### src/rtl/rgbs_pkg.sv
package rgbs_pkg;

  // Defaults for the top-level parameters
  localparam int unsigned LED_COUNT_DEFAULT   = 16;
  localparam int unsigned LEAD_SLOTS_DEFAULT  = 50;
  localparam int unsigned TRAIL_SLOTS_DEFAULT = 50;

  // Frame layout
  localparam int unsigned BITS_PER_LED = 24;
  localparam int unsigned FULL_SCALE   = 255;

  // Field widths
  localparam int unsigned OP_W    = 2;
  localparam int unsigned LED_W   = 8;
  localparam int unsigned COMP_W  = 8;
  localparam int unsigned COLOR_W = 3 * COMP_W;
  localparam int unsigned DUTY_W  = 16;

  // Operation codes
  localparam logic [OP_W-1:0] OP_RAW_WRITE    = 2'd0;
  localparam logic [OP_W-1:0] OP_SCALED_WRITE = 2'd1;
  localparam logic [OP_W-1:0] OP_SLOT_TICK    = 2'd2;

  // Configuration port
  localparam int unsigned CFG_INDEX_W = 4;
  localparam int unsigned CFG_DATA_W  = 16;
  localparam logic [CFG_INDEX_W-1:0] CFG_BRIGHTNESS = 4'd0;
  localparam logic [CFG_INDEX_W-1:0] CFG_ZERO_DUTY  = 4'd1;
  localparam logic [CFG_INDEX_W-1:0] CFG_ONE_DUTY   = 4'd2;
  localparam logic [CFG_INDEX_W-1:0] CFG_RESET_DUTY = 4'd3;

  // Register reset values
  localparam logic [COMP_W-1:0] BRIGHTNESS_RST = 8'd1;
  localparam logic [DUTY_W-1:0] ZERO_DUTY_RST  = 16'd29;
  localparam logic [DUTY_W-1:0] ONE_DUTY_RST   = 16'd58;
  localparam logic [DUTY_W-1:0] RESET_DUTY_RST = 16'd0;

  // Queue between front and back
  localparam int unsigned QUEUE_DEPTH = 4;

  // One classified item: a colour write or a slot tick
  typedef struct packed {
    logic               is_tick;
    logic [LED_W-1:0]   led;
    logic [COLOR_W-1:0] color;   // green:red:blue
  } q_entry_t;

  typedef struct packed {
    logic full;
    logic empty;
  } q_status_t;

  typedef struct packed {
    logic [DUTY_W-1:0] zero_duty;
    logic [DUTY_W-1:0] one_duty;
    logic [DUTY_W-1:0] reset_duty;
  } duty_cfg_t;

endpackage

### src/rtl/rgbs_front.sv
module rgbs_front #(
  parameter int unsigned LED_COUNT = rgbs_pkg::LED_COUNT_DEFAULT
) (
  input  logic                         clk,
  input  logic                         rst,
  input  logic [rgbs_pkg::COMP_W-1:0]  brightness,
  input  logic                         in_valid,
  output logic                         in_ready,
  input  logic [rgbs_pkg::OP_W-1:0]    op,
  input  logic [rgbs_pkg::LED_W-1:0]   led_index,
  input  logic [rgbs_pkg::COMP_W-1:0]  red,
  input  logic [rgbs_pkg::COMP_W-1:0]  green,
  input  logic [rgbs_pkg::COMP_W-1:0]  blue,
  output logic                         q_push,
  output rgbs_pkg::q_entry_t           q_wdata,
  input  rgbs_pkg::q_status_t          q_stat
);
  import rgbs_pkg::*;

  localparam int unsigned PROD_W = 2 * COMP_W;

  // floor(x / 255) for any product of two 8-bit values
  function automatic logic [COMP_W-1:0] div_full_scale(input logic [PROD_W-1:0] x);
    logic [PROD_W:0] sum;
    sum = {1'b0, x} + (PROD_W+1)'(1) + (PROD_W+1)'(x[PROD_W-1:COMP_W]);
    return sum[PROD_W-1:COMP_W];
  endfunction

  logic [LED_W-1:0]  mod_table [256];
  logic              accept;
  logic              s1_valid;
  logic              s1_tick;
  logic              s1_scaled;
  logic [LED_W-1:0]  s1_led;
  logic [PROD_W-1:0] s1_red;
  logic [PROD_W-1:0] s1_green;
  logic [PROD_W-1:0] s1_blue;

  // Constant table: LED index modulo the chain length
  always_comb begin
    for (int i = 0; i < 256; i++) begin
      mod_table[i] = LED_W'(i % LED_COUNT);
    end
  end

  assign accept   = in_valid && in_ready;
  assign in_ready = !s1_valid || !q_stat.full;
  assign q_push   = s1_valid && !q_stat.full;

  // Hold the classified item until the queue takes it; drop unused ops
  always_ff @(posedge clk) begin
    if (rst) begin
      s1_valid <= 1'b0;
    end else if (accept) begin
      s1_valid <= (op == OP_RAW_WRITE) || (op == OP_SCALED_WRITE) || (op == OP_SLOT_TICK);
    end else if (q_push) begin
      s1_valid <= 1'b0;
    end
  end

  // Register the item, scaled writes multiplied by brightness
  always_ff @(posedge clk) begin
    if (accept) begin
      s1_tick   <= (op == OP_SLOT_TICK);
      s1_scaled <= (op == OP_SCALED_WRITE);
      s1_led    <= mod_table[led_index];
      if (op == OP_SCALED_WRITE) begin
        s1_red   <= PROD_W'(brightness) * PROD_W'(red);
        s1_green <= PROD_W'(brightness) * PROD_W'(green);
        s1_blue  <= PROD_W'(brightness) * PROD_W'(blue);
      end else begin
        s1_red   <= {{COMP_W{1'b0}}, red};
        s1_green <= {{COMP_W{1'b0}}, green};
        s1_blue  <= {{COMP_W{1'b0}}, blue};
      end
    end
  end

  // Finish the scaling on the way into the queue
  always_comb begin
    q_wdata.is_tick = s1_tick;
    q_wdata.led     = s1_led;
    if (s1_scaled) begin
      q_wdata.color = {div_full_scale(s1_green), div_full_scale(s1_red),
                       div_full_scale(s1_blue)};
    end else begin
      q_wdata.color = {s1_green[COMP_W-1:0], s1_red[COMP_W-1:0], s1_blue[COMP_W-1:0]};
    end
  end

endmodule

### src/rtl/rgbs_queue.sv
module rgbs_queue (
  input  logic                clk,
  input  logic                rst,
  input  logic                push,
  input  rgbs_pkg::q_entry_t  wdata,
  input  logic                pop,
  output rgbs_pkg::q_entry_t  rdata,
  output rgbs_pkg::q_status_t stat
);
  import rgbs_pkg::*;

  localparam int unsigned PTR_W = $clog2(QUEUE_DEPTH);

  q_entry_t         entries [QUEUE_DEPTH];
  logic [PTR_W-1:0] wr_ptr;
  logic [PTR_W-1:0] rd_ptr;
  logic [PTR_W:0]   count;
  logic             do_push;
  logic             do_pop;

  assign stat.full  = (count == (PTR_W+1)'(QUEUE_DEPTH));
  assign stat.empty = (count == '0);
  assign do_push    = push && !stat.full;
  assign do_pop     = pop && !stat.empty;
  assign rdata      = entries[rd_ptr];

  // Advance pointers and occupancy
  always_ff @(posedge clk) begin
    if (rst) begin
      wr_ptr <= '0;
      rd_ptr <= '0;
      count  <= '0;
    end else begin
      if (do_push) begin
        wr_ptr <= wr_ptr + 1'b1;
      end
      if (do_pop) begin
        rd_ptr <= rd_ptr + 1'b1;
      end
      if (do_push && !do_pop) begin
        count <= count + 1'b1;
      end else if (do_pop && !do_push) begin
        count <= count - 1'b1;
      end
    end
  end

  // Store entries
  always_ff @(posedge clk) begin
    if (do_push) begin
      entries[wr_ptr] <= wdata;
    end
  end

endmodule

### src/rtl/rgbs_back.sv
module rgbs_back #(
  parameter int unsigned LED_COUNT   = rgbs_pkg::LED_COUNT_DEFAULT,
  parameter int unsigned LEAD_SLOTS  = rgbs_pkg::LEAD_SLOTS_DEFAULT,
  parameter int unsigned TRAIL_SLOTS = rgbs_pkg::TRAIL_SLOTS_DEFAULT
) (
  input  logic                         clk,
  input  logic                         rst,
  input  rgbs_pkg::duty_cfg_t          duty_cfg,
  input  rgbs_pkg::q_entry_t           q_rdata,
  input  rgbs_pkg::q_status_t          q_stat,
  output logic                         q_pop,
  output logic                         out_valid,
  input  logic                         out_ready,
  output logic [rgbs_pkg::DUTY_W-1:0]  duty,
  output logic                         frame_end
);
  import rgbs_pkg::*;

  localparam int unsigned DATA_SLOTS  = LED_COUNT * BITS_PER_LED;
  localparam int unsigned FRAME_SLOTS = LEAD_SLOTS + DATA_SLOTS + 1 + TRAIL_SLOTS;
  localparam int unsigned PW          = $clog2(FRAME_SLOTS);
  localparam int unsigned LW          = (LED_COUNT > 1) ? $clog2(LED_COUNT) : 1;
  localparam int unsigned BW          = $clog2(BITS_PER_LED);

  localparam logic [PW-1:0] LEAD_END  = PW'(LEAD_SLOTS);
  localparam logic [PW-1:0] DATA_END  = PW'(LEAD_SLOTS + DATA_SLOTS);
  localparam logic [PW-1:0] LAST_SLOT = PW'(FRAME_SLOTS - 1);
  localparam logic [BW-1:0] LAST_BIT  = BW'(BITS_PER_LED - 1);
  localparam logic [LW-1:0] LAST_LED  = LW'(LED_COUNT - 1);

  // Slot classes
  localparam logic [1:0] SLOT_RESET = 2'd0;
  localparam logic [1:0] SLOT_DATA  = 2'd1;
  localparam logic [1:0] SLOT_STOP  = 2'd2;
  localparam logic [1:0] SLOT_TRAIL = 2'd3;

  logic [COLOR_W-1:0] mem [LED_COUNT];
  logic [LED_COUNT-1:0] mem_valid;
  logic [LW-1:0]      wr_addr;
  logic [PW-1:0]      pos;
  logic [BW-1:0]      bit_ctr;
  logic [LW-1:0]      led_ctr;
  logic [1:0]         slot_class;
  logic               last_slot;
  logic               b_free;
  logic               pop_tick;
  logic               pop_write;
  logic [1:0]         b_class;
  logic [BW-1:0]      b_bit;
  logic [COLOR_W-1:0] rd_data;
  logic               rd_valid;
  logic               data_bit;

  assign wr_addr   = q_rdata.led[LW-1:0];
  assign b_free    = !out_valid || out_ready;
  assign pop_write = !q_stat.empty && !q_rdata.is_tick;
  assign pop_tick  = !q_stat.empty && q_rdata.is_tick && b_free;
  assign q_pop     = pop_write || pop_tick;
  assign last_slot = (pos == LAST_SLOT);

  // Classify the current slot of the frame
  always_comb begin
    if (pos < LEAD_END) begin
      slot_class = SLOT_RESET;
    end else if (pos < DATA_END) begin
      slot_class = SLOT_DATA;
    end else if (pos == DATA_END) begin
      slot_class = SLOT_STOP;
    end else begin
      slot_class = SLOT_TRAIL;
    end
  end

  // Advance the slot counters on each tick, track written LEDs
  always_ff @(posedge clk) begin
    if (rst) begin
      out_valid <= 1'b0;
      pos       <= '0;
      bit_ctr   <= '0;
      led_ctr   <= '0;
      mem_valid <= '0;
    end else begin
      if (pop_tick) begin
        out_valid <= 1'b1;
        if (last_slot) begin
          pos     <= '0;
          bit_ctr <= '0;
          led_ctr <= '0;
        end else begin
          pos <= pos + 1'b1;
          if (slot_class == SLOT_DATA) begin
            if (bit_ctr == LAST_BIT) begin
              bit_ctr <= '0;
              led_ctr <= (led_ctr == LAST_LED) ? '0 : led_ctr + 1'b1;
            end else begin
              bit_ctr <= bit_ctr + 1'b1;
            end
          end
        end
      end else if (out_ready) begin
        out_valid <= 1'b0;
      end
      if (pop_write) begin
        mem_valid[wr_addr] <= 1'b1;
      end
    end
  end

  // Write colours into the store
  always_ff @(posedge clk) begin
    if (pop_write) begin
      mem[wr_addr] <= q_rdata.color;
    end
  end

  // Load the output stage and the registered colour read
  always_ff @(posedge clk) begin
    if (pop_tick) begin
      b_class   <= slot_class;
      b_bit     <= bit_ctr;
      frame_end <= last_slot;
      rd_data   <= mem[led_ctr];
      rd_valid  <= mem_valid[led_ctr];
    end
  end

  // Pick the bit, MSB first; unwritten LEDs read as black
  assign data_bit = rd_valid && rd_data[LAST_BIT - b_bit];

  // Select the compare value
  always_comb begin
    unique case (b_class)
      SLOT_RESET: duty = duty_cfg.reset_duty;
      SLOT_DATA:  duty = data_bit ? duty_cfg.one_duty : duty_cfg.zero_duty;
      SLOT_STOP:  duty = duty_cfg.zero_duty;
      SLOT_TRAIL: duty = '0;
      default:    duty = '0;
    endcase
  end

endmodule

### src/rtl/rgb_led_chain_slot_encoder_core.sv
// Serial slot encoder for a chain of addressable RGB LEDs. Items enter on the
// in_valid/in_ready channel: op 0 writes a raw colour to led_index modulo
// LED_COUNT, op 1 writes it scaled by the brightness register, op 2 is a slot
// tick that returns one PWM compare value on duty, with frame_end high on the
// last slot of a frame; op 3 is ignored. A frame is LEAD_SLOTS slots of
// reset_duty, 24 bits per LED (green, red, blue, MSB first) as one_duty or
// zero_duty, one zero_duty slot, then TRAIL_SLOTS slots of 0. The block takes
// one item per cycle unless the queue is full. A tick result passes the front
// register that does the brightness multiply and the four-entry queue, and is
// loaded into the output register together with the registered colour-store
// read. The queue absorbs a stalled output, so input stays ready until it
// fills. The colour store reads as black after reset with no clearing pass.
// Registers are written through cfg_wen/cfg_index/cfg_data; the user must do
// so only while no item is in flight, as the block itself does not enforce it.
module rgb_led_chain_slot_encoder_core #(
  parameter int unsigned LED_COUNT   = rgbs_pkg::LED_COUNT_DEFAULT,
  parameter int unsigned LEAD_SLOTS  = rgbs_pkg::LEAD_SLOTS_DEFAULT,
  parameter int unsigned TRAIL_SLOTS = rgbs_pkg::TRAIL_SLOTS_DEFAULT
) (
  input  logic                             clk,
  input  logic                             rst,
  input  logic                             cfg_wen,
  input  logic [rgbs_pkg::CFG_INDEX_W-1:0] cfg_index,
  input  logic [rgbs_pkg::CFG_DATA_W-1:0]  cfg_data,
  input  logic                             in_valid,
  output logic                             in_ready,
  input  logic [rgbs_pkg::OP_W-1:0]        op,
  input  logic [rgbs_pkg::LED_W-1:0]       led_index,
  input  logic [rgbs_pkg::COMP_W-1:0]      red,
  input  logic [rgbs_pkg::COMP_W-1:0]      green,
  input  logic [rgbs_pkg::COMP_W-1:0]      blue,
  output logic                             out_valid,
  input  logic                             out_ready,
  output logic [rgbs_pkg::DUTY_W-1:0]      duty,
  output logic                             frame_end
);
  import rgbs_pkg::*;

  logic [COMP_W-1:0] brightness;
  duty_cfg_t         duty_cfg;
  logic              q_push;
  logic              q_pop;
  q_entry_t          q_wdata;
  q_entry_t          q_rdata;
  q_status_t         q_stat;

  // Configuration registers
  always_ff @(posedge clk) begin
    if (rst) begin
      brightness          <= BRIGHTNESS_RST;
      duty_cfg.zero_duty  <= ZERO_DUTY_RST;
      duty_cfg.one_duty   <= ONE_DUTY_RST;
      duty_cfg.reset_duty <= RESET_DUTY_RST;
    end else if (cfg_wen) begin
      unique case (cfg_index)
        CFG_BRIGHTNESS: brightness          <= cfg_data[COMP_W-1:0];
        CFG_ZERO_DUTY:  duty_cfg.zero_duty  <= cfg_data[DUTY_W-1:0];
        CFG_ONE_DUTY:   duty_cfg.one_duty   <= cfg_data[DUTY_W-1:0];
        CFG_RESET_DUTY: duty_cfg.reset_duty <= cfg_data[DUTY_W-1:0];
        default: ;
      endcase
    end
  end

  rgbs_front #(
    .LED_COUNT (LED_COUNT)
  ) u_front (
    .clk        (clk),
    .rst        (rst),
    .brightness (brightness),
    .in_valid   (in_valid),
    .in_ready   (in_ready),
    .op         (op),
    .led_index  (led_index),
    .red        (red),
    .green      (green),
    .blue       (blue),
    .q_push     (q_push),
    .q_wdata    (q_wdata),
    .q_stat     (q_stat)
  );

  rgbs_queue u_queue (
    .clk   (clk),
    .rst   (rst),
    .push  (q_push),
    .wdata (q_wdata),
    .pop   (q_pop),
    .rdata (q_rdata),
    .stat  (q_stat)
  );

  rgbs_back #(
    .LED_COUNT   (LED_COUNT),
    .LEAD_SLOTS  (LEAD_SLOTS),
    .TRAIL_SLOTS (TRAIL_SLOTS)
  ) u_back (
    .clk       (clk),
    .rst       (rst),
    .duty_cfg  (duty_cfg),
    .q_rdata   (q_rdata),
    .q_stat    (q_stat),
    .q_pop     (q_pop),
    .out_valid (out_valid),
    .out_ready (out_ready),
    .duty      (duty),
    .frame_end (frame_end)
  );

`ifndef NO_ASSERTIONS
  // No result right out of reset
  a_no_out_after_rst: assert property (@(posedge clk) $past(rst) |-> !out_valid)
    else $error("result valid right after reset");

  // The last slot of a frame is a trailing zero slot when there are any
  a_frame_end_trail: assert property (@(posedge clk) disable iff (rst)
    (out_valid && frame_end) |-> ((TRAIL_SLOTS == 0) || (duty == '0)))
    else $error("frame end on a non-trailing slot");

  // Queue is never reported full and empty at once
  a_queue_status: assert property (@(posedge clk) disable iff (rst)
    $onehot0({q_stat.full, q_stat.empty}))
    else $error("queue status inconsistent");
`endif

endmodule
### config.mk
export PLATFORM = sky130hd
export DESIGN_NAME = rgb_led_chain_slot_encoder_core
export DESIGN_NICKNAME = d
export VERILOG_FILES = /design/src/rtl/rgbs_pkg.sv /design/src/rtl/rgbs_front.sv /design/src/rtl/rgbs_queue.sv /design/src/rtl/rgbs_back.sv /design/src/rtl/rgb_led_chain_slot_encoder_core.sv
export SDC_FILE = /design/constraint.sdc
export NUM_CORES = 1
export LEC_CHECK = 0
export ABC_AREA = 1
export CORE_AREA = 2 2 283 285
export CTS_CLUSTER_DIAMETER = 30
export DETAILED_ROUTE_END_ITERATION = 8
export DIE_AREA = 0 0 285 287
export DONT_BUFFER_PORTS = 1
export SLEW_MARGIN = 20
export SYNTH_ARGS = -nofsm -noshare
export SYNTH_HDL_FRONTEND = slang
export SYNTH_SLANG_ARGS = --single-unit
### constraint.sdc
create_clock -name clk -period 5.6 [get_ports clk]
set_input_delay 0.28 -clock clk [delete_from_list [all_inputs] [get_ports clk]]
set_output_delay 0.28 -clock clk [all_outputs]
set_load 0.005 [all_outputs]
==> impl_results.md, run 1 <==
* Status: completed
* Final setup viols at 0
* WHS Path Cells at 3
* Synth-to-Final Area Change at 17.5%
* Register share of total power at 40.1%
* FMAX at 212 MHz
* DR iter-0 viols at 1,856
* Power Density at 416 nW/µm²
* Worst Setup End Kind: flop
* Syn Inst Count at 3,495
* Min-Delay Startpoint: rst
* Post-synth top flop: edfxtp_1
* Post-CTS sizing at 0
* Reg2reg path depth at 17
* Critical path class: flop to flop
* Initial antenna violation count at 1
* Root Driver: clkbuf_16
* Nets at 3,874
* Post-synth EDFFs at 587
* Slew Viols, Final at 0
* RSZ-0062 raised after global routing: no
* Hold Path End: duty_cfg[21]$_SDFFE_PP1P_
* Die Width at 285 µm
* Core area at 78,600 µm²
* Top Ports at 78
* Comb pwr share at 14.7%
* Max-slew headroom at the worst pin at 29.9%
* Per-cell routed wire length at 17.5 µm
* Area of the multi-input gates at 12,800 µm²
* Clock Power Share at 45.2%
* Final Critical Period at 4.71 ns
* Final WS setup at 0.886 ns
* CTS tree: done
* Max Clock Skew at 0.0232 ns
* Hold Crit Class: input pin to flop
* R2R Path End: u_front.s1_green[14]$_SDFFCE_PN0P_
* Critical Path RT at 6.05 ns
* Syn nets at 3,801
* Cts bufs inserted at 132
* Internal power at 12.5 mW
* Switching Share at 27.0%
* Peak supply drop at 0.277 mV
* Routability cong. at 0.820
* Number of max-cap violations at 0
* FF+latch count, synth at 688
* Slew @ Worst Pin at 1.05 ns
* Vias in the first global route at 23,900
* Vias per cell at 5.18
* 1st-pass router iterations at 5
* Critical Path Start Type: flop
* # DRC at 0
* Vias at 24,400
* Clock Sinks at 688
* Pre-CTS setup slack at 0.916 ns
* Grt ovf at 0
* Die Footprint at 81,800 µm²
* Overall global routing resource usage at 20.3%
* Fraction of layout instances using a drive strength above 1 at 8.83%
* Critical R2R Launch: brightness[4]$_SDFFE_PP0P_
* Row cnt at 103
* FF+latch area at 19,700 µm²
* Switching power at 4.63 mW
* Static Leak at 17.4 nW
* Hpwl dp at 48.4 mm
* Synth Cell Area at 35,000 µm²
* Hold_buf cts at 62
* Final Power at 17.1 mW
* Syn avg cell area at 10.0 µm²
* Initial Util at 44.6%
* First-pass GRT wire length at 130 mm
* Port-buffer cells at 0
* Worst EP arrival at 5.16 ns
* Filler cell count at 7,018
* Distinct cells, synth at 51
* Endpoints failing hold at 0
* Post-CTS Setup Bufs at 0
* Sequential area share after synthesis at 56.1%
* R2R Setup Slk at 0.89 ns
* Die H at 287 µm
* Setup TNS at 0 ns
* Yosys Warn Count at 0
* Clock-pin slew on the worst setup and hold paths at 0.05 ns
* Crit share post-route at 84.2%
* Max H-tree Level at 4
* DRT antenna net count at 0
* Clk_lat worst skew at 0.71 ns
* Ys async rst share at 0%
* Largest net degree at the start of global routing at 112
* Post-Route WL at 82.5 mm
* Longest Clk Path Bufs at 3
* CP max FO at 18
-- cell usage after synthesis (all sizes together), types with 2 or more instances --
| master | number | share of area, % |
|---|---|---|
| o211ai | 13 | 0.28 |
| nor3b | 2 | 0.043 |
| clkinv | 5 | 0.054 |
| buf | 31 | 0.51 |
| a221oi | 6 | 0.15 |
| or2 | 7 | 0.12 |
| nand3b | 3 | 0.064 |
| o21ai | 363 | 5.2 |
| nor4 | 2 | 0.036 |
| nand2 | 619 | 6.7 |
| edfxtp | 587 | 50 |
| o31ai | 6 | 0.13 |
| nand4 | 8 | 0.14 |
| a31oi | 3 | 0.054 |
| nor3 | 22 | 0.34 |
| a32oi | 3 | 0.20 |
| nor2 | 343 | 3.8 |
| inv | 508 | 5.4 |
| o21bai | 17 | 0.41 |
| o22ai | 90 | 1.6 |
| a21oi | 158 | 2.3 |
| nand3 | 128 | 1.9 |
| a21o | 9 | 0.19 |
| a21boi | 4 | 0.086 |
| fa | 109 | 6.2 |
| clkbuf | 148 | 1.6 |
| xor2 | 8 | 0.20 |
| o221ai | 40 | 1.0 |
| xnor2 | 4 | 0.10 |
| ha | 138 | 4.9 |
| dfxtp | 101 | 5.8 |
| o21a | 6 | 0.13 |
-- metal layers --
metal	wire, µm	up-vias	share of wire [%]	GRT usage, %
met5	0	-	0	0
met4	1830	0	2.2	6.61
met3	4190	145	5.1	3.79
met2	40100	558	49	34.5
met1	36300	11800	44	26.3
li1	-	11900	-	-
-- cells by family (layout without fill, tap and decap cells) --
family                   Yosys count  after routing  synth area share, %
XOR/XNOR                          12             12                0.300
AO/OA/AOI/OAI                    721            721                 11.8
flip-flops                       688            688                 56.1
AND/OR/NAND/NOR                 1135           1135                 13.1
buffers and inverters            692            867                 7.59
other                              0              1                    0
adder cells (fa/ha/maj)          247            247                 11.2
-- flip-flops by register name, summed over array words and instances (netlist names), 2 cells and up, named ones only --
register          cells
u_back.b_class        2
u_back.led_ctr        4
u_back.mem_valid     16
u_back.bit_ctr        5
u_back.b_bit          5
duty_cfg             48
u_front.s1_green     16
u_back.mem          384
u_queue.wr_ptr        2
u_back.rd_data       24
u_front.s1_red       16
u_front.s1_blue      16
u_front.s1_led        4
u_back.pos            9
brightness            8
u_queue.entries     116
u_queue.count         3
u_queue.rd_ptr        2
-- per-stage QoR --
step	util [%]	instance area, µm²	cells	hold WS, ns
floorplan	-	35000	3495	0.379
global placement	45.9	36100	4418	0.352
detailed placement	45.9	36100	4419	0.351
CTS	52.3	41100	4717	0.0371
global route	52.4	41200	4721	0.0766
finish	52.4	41200	4721	0.0770
-- worst max path at each step --
stage | start | endpoint | slack (ns) | depth (start not counted)
after floorplan | brightness[5]$_SDFFE_PP0P_ | u_front.s1_blue[14]$_SDFFCE_PN0P_ | 1.34 | 18
after global placement | brightness[2]$_SDFFE_PP0P_ | u_front.s1_blue[15]$_SDFFCE_PN0P_ | 0.94 | 17
after detailed placement | brightness[3]$_SDFFE_PP0P_ | u_front.s1_blue[13]$_SDFFCE_PN0P_ | 0.92 | 16
after CTS | brightness[3]$_SDFFE_PP0P_ | u_front.s1_blue[13]$_SDFFCE_PN0P_ | 0.89 | 16
after global routing | brightness[3]$_SDFFE_PP0P_ | u_front.s1_red[12]$_SDFFCE_PN0P_ | 0.56 | 15
final | brightness[4]$_SDFFE_PP0P_ | u_front.s1_green[14]$_SDFFCE_PN0P_ | 0.89 | 17
-- layout by cell type, fill, tap and decap left out, types with 82 or more instances in the layout --
cell / instances
ha_1: 138
fa_1: 109
nand3_1: 125
nand2_1: 615
inv_1: 488
nor2_1: 329
dfxtp_1: 97
o22ai_1: 82
o21ai_0: 360
clkbuf_16: 137
a21oi_1: 158
edfxtp_1: 587
-- power by group through the flow --
stage                     registers (mW)  logic [mW]  clock network, mW
after floorplan                     6.88        1.62                  0
after detailed placement            6.96        2.43                  0
after global placement              6.95        2.39                  0
after global routing                6.91        2.81               8.12
after CTS                           6.87        2.49               7.86
final                               6.87        2.52               7.75
-- cell type report --
class                      count  share of cell area (%)
antenna                        1                 0.00608
clock buffer                 160                    8.61
clock inverter                76                    2.13
inverter                     513                    4.69
multi-input combinational   2115                    31.1
sequential                   688                    47.7
tap                         1050                    3.19
timing repair buffer         118                    2.55
-- critical path, stage by stage, from the launching register on --
cell and delay, ns:
dfxtp_1 0.89, buf_4 0.29, nand2_1 0.06, inv_1 0.08, fa_1 0.41, fa_1 0.46
fa_1 0.49, inv_1 0.05, fa_1 0.48, inv_1 0.04, ha_1 0.33, nand2_1 0.08
o21ai_0 0.17, a21oi_1 0.11, o31ai_1 0.30, nand2_1 0.08, nand2_1 0.06, nor2_1 0.04
Note: power is estimated with default switching activity, not from simulation.
==> run 2: changes to the inputs <==
--- a/config.mk
+++ b/config.mk
@@ -5,11 +5,11 @@
 export SDC_FILE = /design/constraint.sdc
 export NUM_CORES = 1
 export LEC_CHECK = 0
-export ABC_AREA = 1
-export CORE_AREA = 2 2 283 285
+export ABC_AREA = 0
+export CORE_AREA = 2 2 277 279
 export CTS_CLUSTER_DIAMETER = 30
 export DETAILED_ROUTE_END_ITERATION = 8
-export DIE_AREA = 0 0 285 287
+export DIE_AREA = 0 0 279 281
 export DONT_BUFFER_PORTS = 1
 export SLEW_MARGIN = 20
 export SYNTH_ARGS = -nofsm -noshare
==> constraint.sdc (replaced) <==
create_clock -name clk -period 4.1 [get_ports clk]
set_input_delay 0.205 -clock clk [delete_from_list [all_inputs] [get_ports clk]]
set_output_delay 0.205 -clock clk [all_outputs]
set_load 0.005 [all_outputs]
==> run 2 against run 1 <==
The flow now finishes with violations (setup timing). Register-to-register slack got worse by 1.1 ns. Design area decreased by 0.29%. Sequential power increased by 32%. Non-clock buffer count increased by 60. Synthesized cell count decreased by 33%. Worst hold slack got worse by 0.032 ns. Die area decreased by 4.2%.
==> impl_results.md, run 2 <==
* Switching Share at 25.5% (-1.5 points)
* Top Ports at 78 (unchanged)
* 1st-pass router iterations at 5 (unchanged)
* Overall global routing resource usage at 19.7% (-0.60 points)
* Mux cell area share after synthesis at 12.1% (+12 points)
* Min-Delay Startpoint: cfg_index[2]
* CP max FO at 5 (-13)
* WHS Path Cells at 5 (+2)
* Slew @ Worst Pin at 0.995 ns (-0.0568 ns)
* Longest Clk Path Bufs at 3 (unchanged)
* Clk_lat worst skew at 0.70 ns (about the same)
* Slew Viols, Final at 0 (unchanged)
* Worst EP arrival at 4.72 ns (-0.44 ns)
* Crit share post-route at 104% (+20 points)
* Hold Path End: brightness[0]$_SDFFE_PP1P_
* Synth Cell Area at 33,800 µm² (-3.6%)
* DR iter-0 viols at 1,209 (-35%)
* Post-Route WL at 74.8 mm (-9.3%)
* Synth-to-Final Area Change at 21.6%
* Final setup viols at 13 (+13)
* Setup TNS at -1.36 ns (-1.36 ns)
* Critical R2R Launch: brightness[3]$_SDFFE_PP0P_
* Leading cell type by number of instances after synthesis: edfxtp_1
* Commonest non-fill, non-tap cell in the layout: edfxtp_1
* Power Density at 539 nW/µm² (+29%)
* Internal power at 16.5 mW (+32%)
* Switching power at 5.64 mW (+22%)
* # DRC at 0 (unchanged)
* Post-synth top area cell: edfxtp_1
* Static Leak at 15.2 nW (-13%)
* Per-cell routed wire length at 20.6 µm (+18%)
* Vias at 19,700 (-19%)
* FF+latch count, synth at 688 (unchanged)
* Largest Register: u_back.mem
* Synth Area in Adders at 11.6% (+0.42 points)
* Synth top area share at 52.2% (+1.9 points)
* Synth Area in XOR/XNOR at 1.48% (+1.2 points)
* R2R Setup Slk at -0.18 ns (-1.07 ns)
* Post-synth top flop: edfxtp_1
* Vias per cell at 5.43 (+4.8%)
* Worst Setup End Kind: flop
* Hpwl dp at 46.8 mm (-3.3%)
* Peak supply drop at 0.405 mV (+46%)
* Clock-pin slew on the worst setup and hold paths at 0.05 ns (about the same)
* Largest net degree at the start of global routing at 90 (-20%)
* Worst-path cell chain: buf_8, nand2_2, fa_1, fa_1, inv_1, fa_1, inv_2, fa_1, inv_2, ha_4, o21a_1, o31a_1, o211ai_1, a21o_1, and3_1, or3_1
* Placed Cells at 3,322 (-25%)
* Fin cells at 3,633 (-23%)
* Reg2reg path depth at 16 (-1)
* First-pass GRT wire length at 119 mm (-9.0%)
* Endpoints failing hold at 0 (unchanged)
* Die H at 281 µm (-2.1%)
* Routability cong. at 0.836 (+1.8%)
* Comb pwr share at 12.3% (-2.4 points)
* RSZ-0062 raised after global routing: yes
* Synth Area in Compound Gates at 4.40% (-7.4 points)
* Critical path's largest stage delay at 0.52 ns (-0.37 ns)
* Max Clock Skew at 0.0219 ns (-0.00133 ns)
* Post-synth EDFFs at 587 (unchanged)
* Final Critical Period at 4.28 ns (-0.431 ns)
* Hold Crit Class: input pin to flop
* Critical Path RT at 4.53 ns (-1.52 ns)
* Sequential area share after synthesis at 58.2% (+2.1 points)
* Core area at 75,400 µm² (-4.0%)
* Clock Power Share at 46.8% (+1.6 points)
* Initial Util at 44.8% (+0.20 points)
* Number of max-cap violations at 0 (unchanged)
* Root Driver: clkbuf_16
* Fraction of layout instances using a drive strength above 1 at 22.0% (+13 points)
* Largest register FFs at 384 (unchanged)
* Crit path top cell by count: fa_1
* Max H-tree Level at 4 (unchanged)
* Syn avg cell area at 14.5 µm² (+44%)
* R2R Path End: u_front.s1_red[15]$_SDFFCE_PN0P_
* Commonest cells post-synth: edfxtp_1 (587), inv_1 (182), and2_1 (179), nand2_1 (175), mux4_2 (159)
* Ys async rst share at 0% (unchanged)
* Yosys Warn Count at 0 (unchanged)
* Syn nets at 2,642 (-30%)
* Synth area leaders: edfxtp_1 (52%), mux4_2 (11%), fa_1 (6.5%), dfxtp_1 (6.0%), ha_1 (5.1%)
* Simple-gate share of the synthesized area at 9.11% (-4.0 points)
* Die Width at 279 µm (-2.1%)
* Cts bufs inserted at 130 (-1.5%)
* Status: finished with violations
* CTS tree: done
* Most frequent cells in the layout: edfxtp_1 (587), and2_1 (174), inv_1 (172)
* Failing checks: setup timing
* Critical Path Start Type: flop
* FMAX at 234 MHz (+10%)
* Critical-path top delay cell: fa_1
* DRT antenna net count at 0 (unchanged)
* Nets at 2,856 (-26%)
* Largest registers: u_back.mem: 384 flops, u_queue.entries: 116 flops, duty_cfg: 48 flops
* Combinational family with the most area after synthesis: multiplexers
* Clock Sinks at 688 (unchanged)
* Row cnt at 101 (-1.9%)
* Distinct cells, synth at 57 (+12%)
* Port-buffer cells at 0 (unchanged)
* Grt ovf at 0 (unchanged)
* Syn Inst Count at 2,336 (-33%)
* Max-slew headroom at the worst pin at 33.3% (+3.4 points)
* Vias in the first global route at 21,100 (-12%)
* Register share of total power at 40.9% (+0.8 points)
* Critical path class: flop to flop
* Die Footprint at 78,400 µm² (-4.2%)
* Initial antenna violation count at 2 (+1)
* Final WS setup at -0.183 ns (-1.07 ns)
run 2: cell count changes in the layout (fill, tap and decap cells not counted), moves of 98 or more:
| cell | delta |
|---|---|
| nand2_1 | -447 |
| o21ai_0 | -331 |
| and2_1 | +173 |
| nor2_1 | -207 |
| nand3_1 | -98 |
| inv_1 | -316 |
| mux4_2 | +159 |
run 2: how the worst max path moves through the flow:
| stage | start | end | slack, ns |
|---|---|---|---|
| 2_1_floorplan | brightness[3]$_SDFFE_PP0P_ | u_front.s1_blue[15]$_SDFFCE_PN0P_ | -0.08 |
| 3_3_place_gp | brightness[3]$_SDFFE_PP0P_ | u_front.s1_blue[15]$_SDFFCE_PN0P_ | -0.23 |
| 3_5_place_dp | brightness[3]$_SDFFE_PP0P_ | u_front.s1_green[14]$_SDFFCE_PN0P_ | -0.28 |
| 4_1_cts | brightness[3]$_SDFFE_PP0P_ | u_front.s1_red[15]$_SDFFCE_PN0P_ | -0.16 |
| 5_1_grt | brightness[3]$_SDFFE_PP0P_ | u_front.s1_red[15]$_SDFFCE_PN0P_ | -0.34 |
| 6_report | brightness[3]$_SDFFE_PP0P_ | u_front.s1_red[15]$_SDFFCE_PN0P_ | -0.18 |
run 2: cell type report:
class | instances | area [µm²]
Clock inverter | 80 | 902
Multi-Input combinational cell | 1370 | 13500
Tap cell | 978 | 1220
Inverter | 182 | 683
Antenna cell | 1 | 2.50
Sequential cell | 688 | 19700
Clock buffer | 156 | 3440
Fill cell | 5988 | 34400
Timing Repair Buffer | 178 | 1660
run 2: per-layer routing:
layer  vias to the layer above  global-route usage, %  share of wire [%]
met2                       476                   33.0                 50
met4                         2                   7.15                2.4
met3                       131                   3.66                4.8
met1                     10100                   25.7                 43
met5                         -                      0             0.0094
li1                       9043                      -                  -
run 2: logic make-up (layout without fill, tap and decap cells):
logic type,after synthesis,in the layout
other cells,0,1
fa+ha+maj,247,247
mux,209,209
flops,688,688
xor+xnor,57,57
simple gates,622,622
buf+inv,278,596
compound gates,235,235
run 2: power by group through the flow:
stage	combinational, mW	sequential, mW	clock, mW
after floorplan	1.77	9.03	0
after global placement	2.53	9.16	0
after detailed placement	2.63	9.19	0
after CTS	2.73	9.07	10.5
after global routing	2.97	9.10	10.9
final	2.71	9.06	10.4
run 2: through the flow:
| step | util (%) | worst slack (ns) | hold WS (ns) | power (mW) | instance area (µm²) |
|---|---|---|---|---|---|
| 5_1_grt | 54.4 | -0.341 | 0.0637 | 22.9 | 41100 |
| 3_3_place_gp | 47.4 | -0.227 | 0.275 | 11.7 | 35700 |
| 2_1_floorplan | - | -0.0823 | 0.304 | 10.8 | 33900 |
| 6_report | 54.4 | -0.183 | 0.0449 | 22.1 | 41100 |
| 3_5_place_dp | 47.4 | -0.281 | 0.278 | 11.8 | 35700 |
| 4_1_cts | 54.2 | -0.160 | 0.00497 | 22.3 | 40900 |
run 2: worst max-delay path: cells and delay by family, from the launching register on:
kind                       cells  cell delay (ns)
and+or+nand+nor                3             0.53
buffers and inverters          4             0.27
DFF                            1             0.37
AOI/OAI and AO/OA              4             0.63
adders and majority gates      5             2.22
run 2: timing repair:
item | CTS | global route
buffers inserted | 8 | 4
hold endpoints to repair | 131 | 0
gates resized for setup | 35 | 34
hold buffers | 61 | 0
endpoints found under the setup margin | 19 | 22
pin swaps | 25 | 37
==> run 3: changes to the inputs <==
--- a/config.mk
+++ b/config.mk
@@ -11,6 +11,7 @@
 export DETAILED_ROUTE_END_ITERATION = 8
 export DIE_AREA = 0 0 279 281
 export DONT_BUFFER_PORTS = 1
+export RECOVER_POWER = 25
 export SLEW_MARGIN = 20
 export SYNTH_ARGS = -nofsm -noshare
 export SYNTH_HDL_FRONTEND = slang
==> run 3 against run 2 <==
The run ends with capacitance limit, slew limit, setup timing left. Register-to-register slack is essentially flat. Maximum frequency is essentially flat. Sequential power is essentially flat. Critical endpoint unchanged. Largest cell class unchanged. Largest power group unchanged.
==> impl_results.md, run 3 (synthesis results as in run 2) <==
* WHS Path Cells at 5 (unchanged)
* Grt ovf at 0 (unchanged)
* Crit path top cell by count: fa_1
* Max H-tree Level at 4 (unchanged)
* Slew @ Worst Pin at 3.89 ns (+2.89 ns)
* Clock Sinks at 688 (unchanged)
* Switching Share at 25.5% (about the same)
* R2R Path End: u_front.s1_red[15]$_SDFFCE_PN0P_
* Critical Path Start Type: flop
* # DRC at 0 (unchanged)
* Port-buffer cells at 0 (unchanged)
* Clk_lat worst skew at 0.70 ns (about the same)
* Vias per cell at 5.44 (+0.19%)
* Critical path class: flop to flop
* Largest registers: u_back.mem: 384 flops, u_queue.entries: 116 flops, duty_cfg: 48 flops
* Fraction of layout instances using a drive strength above 1 at 21.7% (-0.34 points)
* Register share of total power at 41.0% (about the same)
* CTS tree: done
* Fin cells at 3,633 (unchanged)
* Placed Cells at 3,322 (unchanged)
* Switching power at 5.64 mW (about the same)
* Commonest non-fill, non-tap cell in the layout: edfxtp_1
* Failing checks: capacitance limit, slew limit, setup timing
* Critical Path RT at 4.53 ns (about the same)
* Comb pwr share at 12.2% (about the same)
* Initial Util at 44.8% (unchanged)
* Post-Route WL at 74.8 mm (about the same)
* Top Ports at 78 (unchanged)
* 1st-pass router iterations at 5 (unchanged)
* Nets at 2,856 (unchanged)
* Setup TNS at -1.25 ns (+0.104 ns)
* DR iter-0 viols at 1,149 (-5.0%)
* Fin area at 41,000 µm² (-0.12%)
* Pre-CTS setup slack at -0.281 ns (unchanged)
* Hold Crit Class: input pin to flop
* Clock Power Share at 46.8% (about the same)
* Max Clock Skew at 0.0200 ns (-0.00188 ns)
* Final Critical Period at 4.28 ns (+0.00114 ns)
* Die Footprint at 78,400 µm² (unchanged)
* FMAX at 233 MHz (about the same)
* Critical R2R Launch: brightness[3]$_SDFFE_PP0P_
* Overall global routing resource usage at 19.7% (unchanged)
* Endpoints failing hold at 0 (unchanged)
* Status: finished with violations
* Internal power at 16.5 mW (about the same)
* Core area at 75,400 µm² (unchanged)
* Initial antenna violation count at 2 (unchanged)
* Row cnt at 101 (unchanged)
* Per-cell routed wire length at 20.6 µm (about the same)
* Min Hold Slack at 0.0455 ns (+0.000648 ns)
* Crit share post-route at 104% (about the same)
* Slew Viols, Final at 139 (+139)
* CP max FO at 5 (unchanged)
* Final setup viols at 12 (-1)
* DRT antenna net count at 0 (unchanged)
* Longest Clk Path Bufs at 3 (unchanged)
* Hold Path End: brightness[0]$_SDFFE_PP1P_
* Die Width at 279 µm (unchanged)
* Worst Setup End Kind: flop
* Final Power at 22.1 mW (about the same)
* First-pass GRT wire length at 119 mm (unchanged)
* Largest register FFs at 384 (unchanged)
* Peak supply drop at 0.405 mV (about the same)
* R2R Setup Slk at -0.18 ns (about the same)
* Vias at 19,800 (+0.19%)
* Worst-path cell chain: buf_8, nand2_2, fa_1, fa_1, inv_1, fa_1, inv_2, fa_1, inv_2, ha_4, o21a_1, o31a_1, o211ai_1, a21o_1, and3_1, or3_1
* Critical path's largest stage delay at 0.52 ns (about the same)
* Clock-pin slew on the worst setup and hold paths at 0.05 ns (about the same)
* Largest net degree at the start of global routing at 90 (unchanged)
* Die H at 281 µm (unchanged)
* Power Density at 539 nW/µm² (+0.11%)
* Min-Delay Startpoint: cfg_index[2]
* Largest Register: u_back.mem
* Worst EP arrival at 4.72 ns (about the same)
* Placed cell areas at 35,700 µm² (unchanged)
* Most frequent cells in the layout: edfxtp_1 (587), inv_1 (173), and2_1 (172)
* Number of max-cap violations at 3 (+3)
* Root Driver: clkbuf_16
* Finished Core Util at 54.4% (-0.065 points)
* Synth-to-Final Area Change at 21.4%
* Max-slew headroom at the worst pin at -159% (-190 points)
* RSZ-0062 raised after global routing: yes
* Hpwl dp at 46.8 mm (unchanged)
* Critical-path top delay cell: fa_1
* Vias in the first global route at 21,100 (unchanged)
* Final WS setup at -0.184 ns (-0.00114 ns)
* Static Leak at 15.1 nW (-0.21%)
* Cts bufs inserted at 130 (unchanged)
* Reg2reg path depth at 16 (unchanged)
* Routability cong. at 0.836 (unchanged)
==> run 3: timing repair <==
action / 4_1_cts / 5_1_grt
endpoints found under the hold margin: 131 / 0
hold buffers: 61 / 0
setup buffers: 8 / 4
gates resized for setup: 35 / 34
setup endpoints to repair: 19 / 22
pin swaps: 25 / 37
==> run 3: power by group through the flow <==
| stage | sequential (mW) | clock, mW | combinational [mW] |
|---|---|---|---|
| final | 9.06 | 10.4 | 2.70 |
| after global routing | 9.10 | 10.9 | 2.96 |
| after CTS | 9.07 | 10.5 | 2.73 |
| after detailed placement | 9.19 | 0 | 2.63 |
| after global placement | 9.16 | 0 | 2.53 |
| after floorplan | 9.03 | 0 | 1.77 |
==> run 3: per-layer routing <==
metal | vias up | share of wire (%) | GRT usage, %
met2 | 476 | 50 | 33.0
met3 | 135 | 4.5 | 3.66
met4 | 2 | 2.4 | 7.15
met1 | 10100 | 43 | 25.7
met5 | - | 0.0094 | 0
li1 | 9048 | - | -
==> run 3: cell type report <==
class	count	area, µm²
clock inverters	80	902
flip-flops and latches	688	19700
clock buffers	156	3440
well taps	978	1220
multi-input cells	1370	13500
fillers	5997	34400
diodes	1	2.50
repair buffers	178	1620
inverters	182	683
==> run 3: worst max path at each step <==
stage / start / to / slack [ns]
final: brightness[3]$_SDFFE_PP0P_ / u_front.s1_red[15]$_SDFFCE_PN0P_ / -0.18
after detailed placement: brightness[3]$_SDFFE_PP0P_ / u_front.s1_green[14]$_SDFFCE_PN0P_ / -0.28
after floorplan: brightness[3]$_SDFFE_PP0P_ / u_front.s1_blue[15]$_SDFFCE_PN0P_ / -0.08
after global placement: brightness[3]$_SDFFE_PP0P_ / u_front.s1_blue[15]$_SDFFCE_PN0P_ / -0.23
after CTS: brightness[3]$_SDFFE_PP0P_ / u_front.s1_red[15]$_SDFFCE_PN0P_ / -0.16
after global routing: brightness[3]$_SDFFE_PP0P_ / u_front.s1_red[15]$_SDFFCE_PN0P_ / -0.34
==> run 3: worst max-delay path, delay by kind of cell (launching register included) <==
kind	cells	cell delay, ns
buffers and inverters	4	0.27
DFF	1	0.37
and+or+nand+nor	3	0.53
AOI/OAI and AO/OA	4	0.63
adders and majority gates	5	2.22
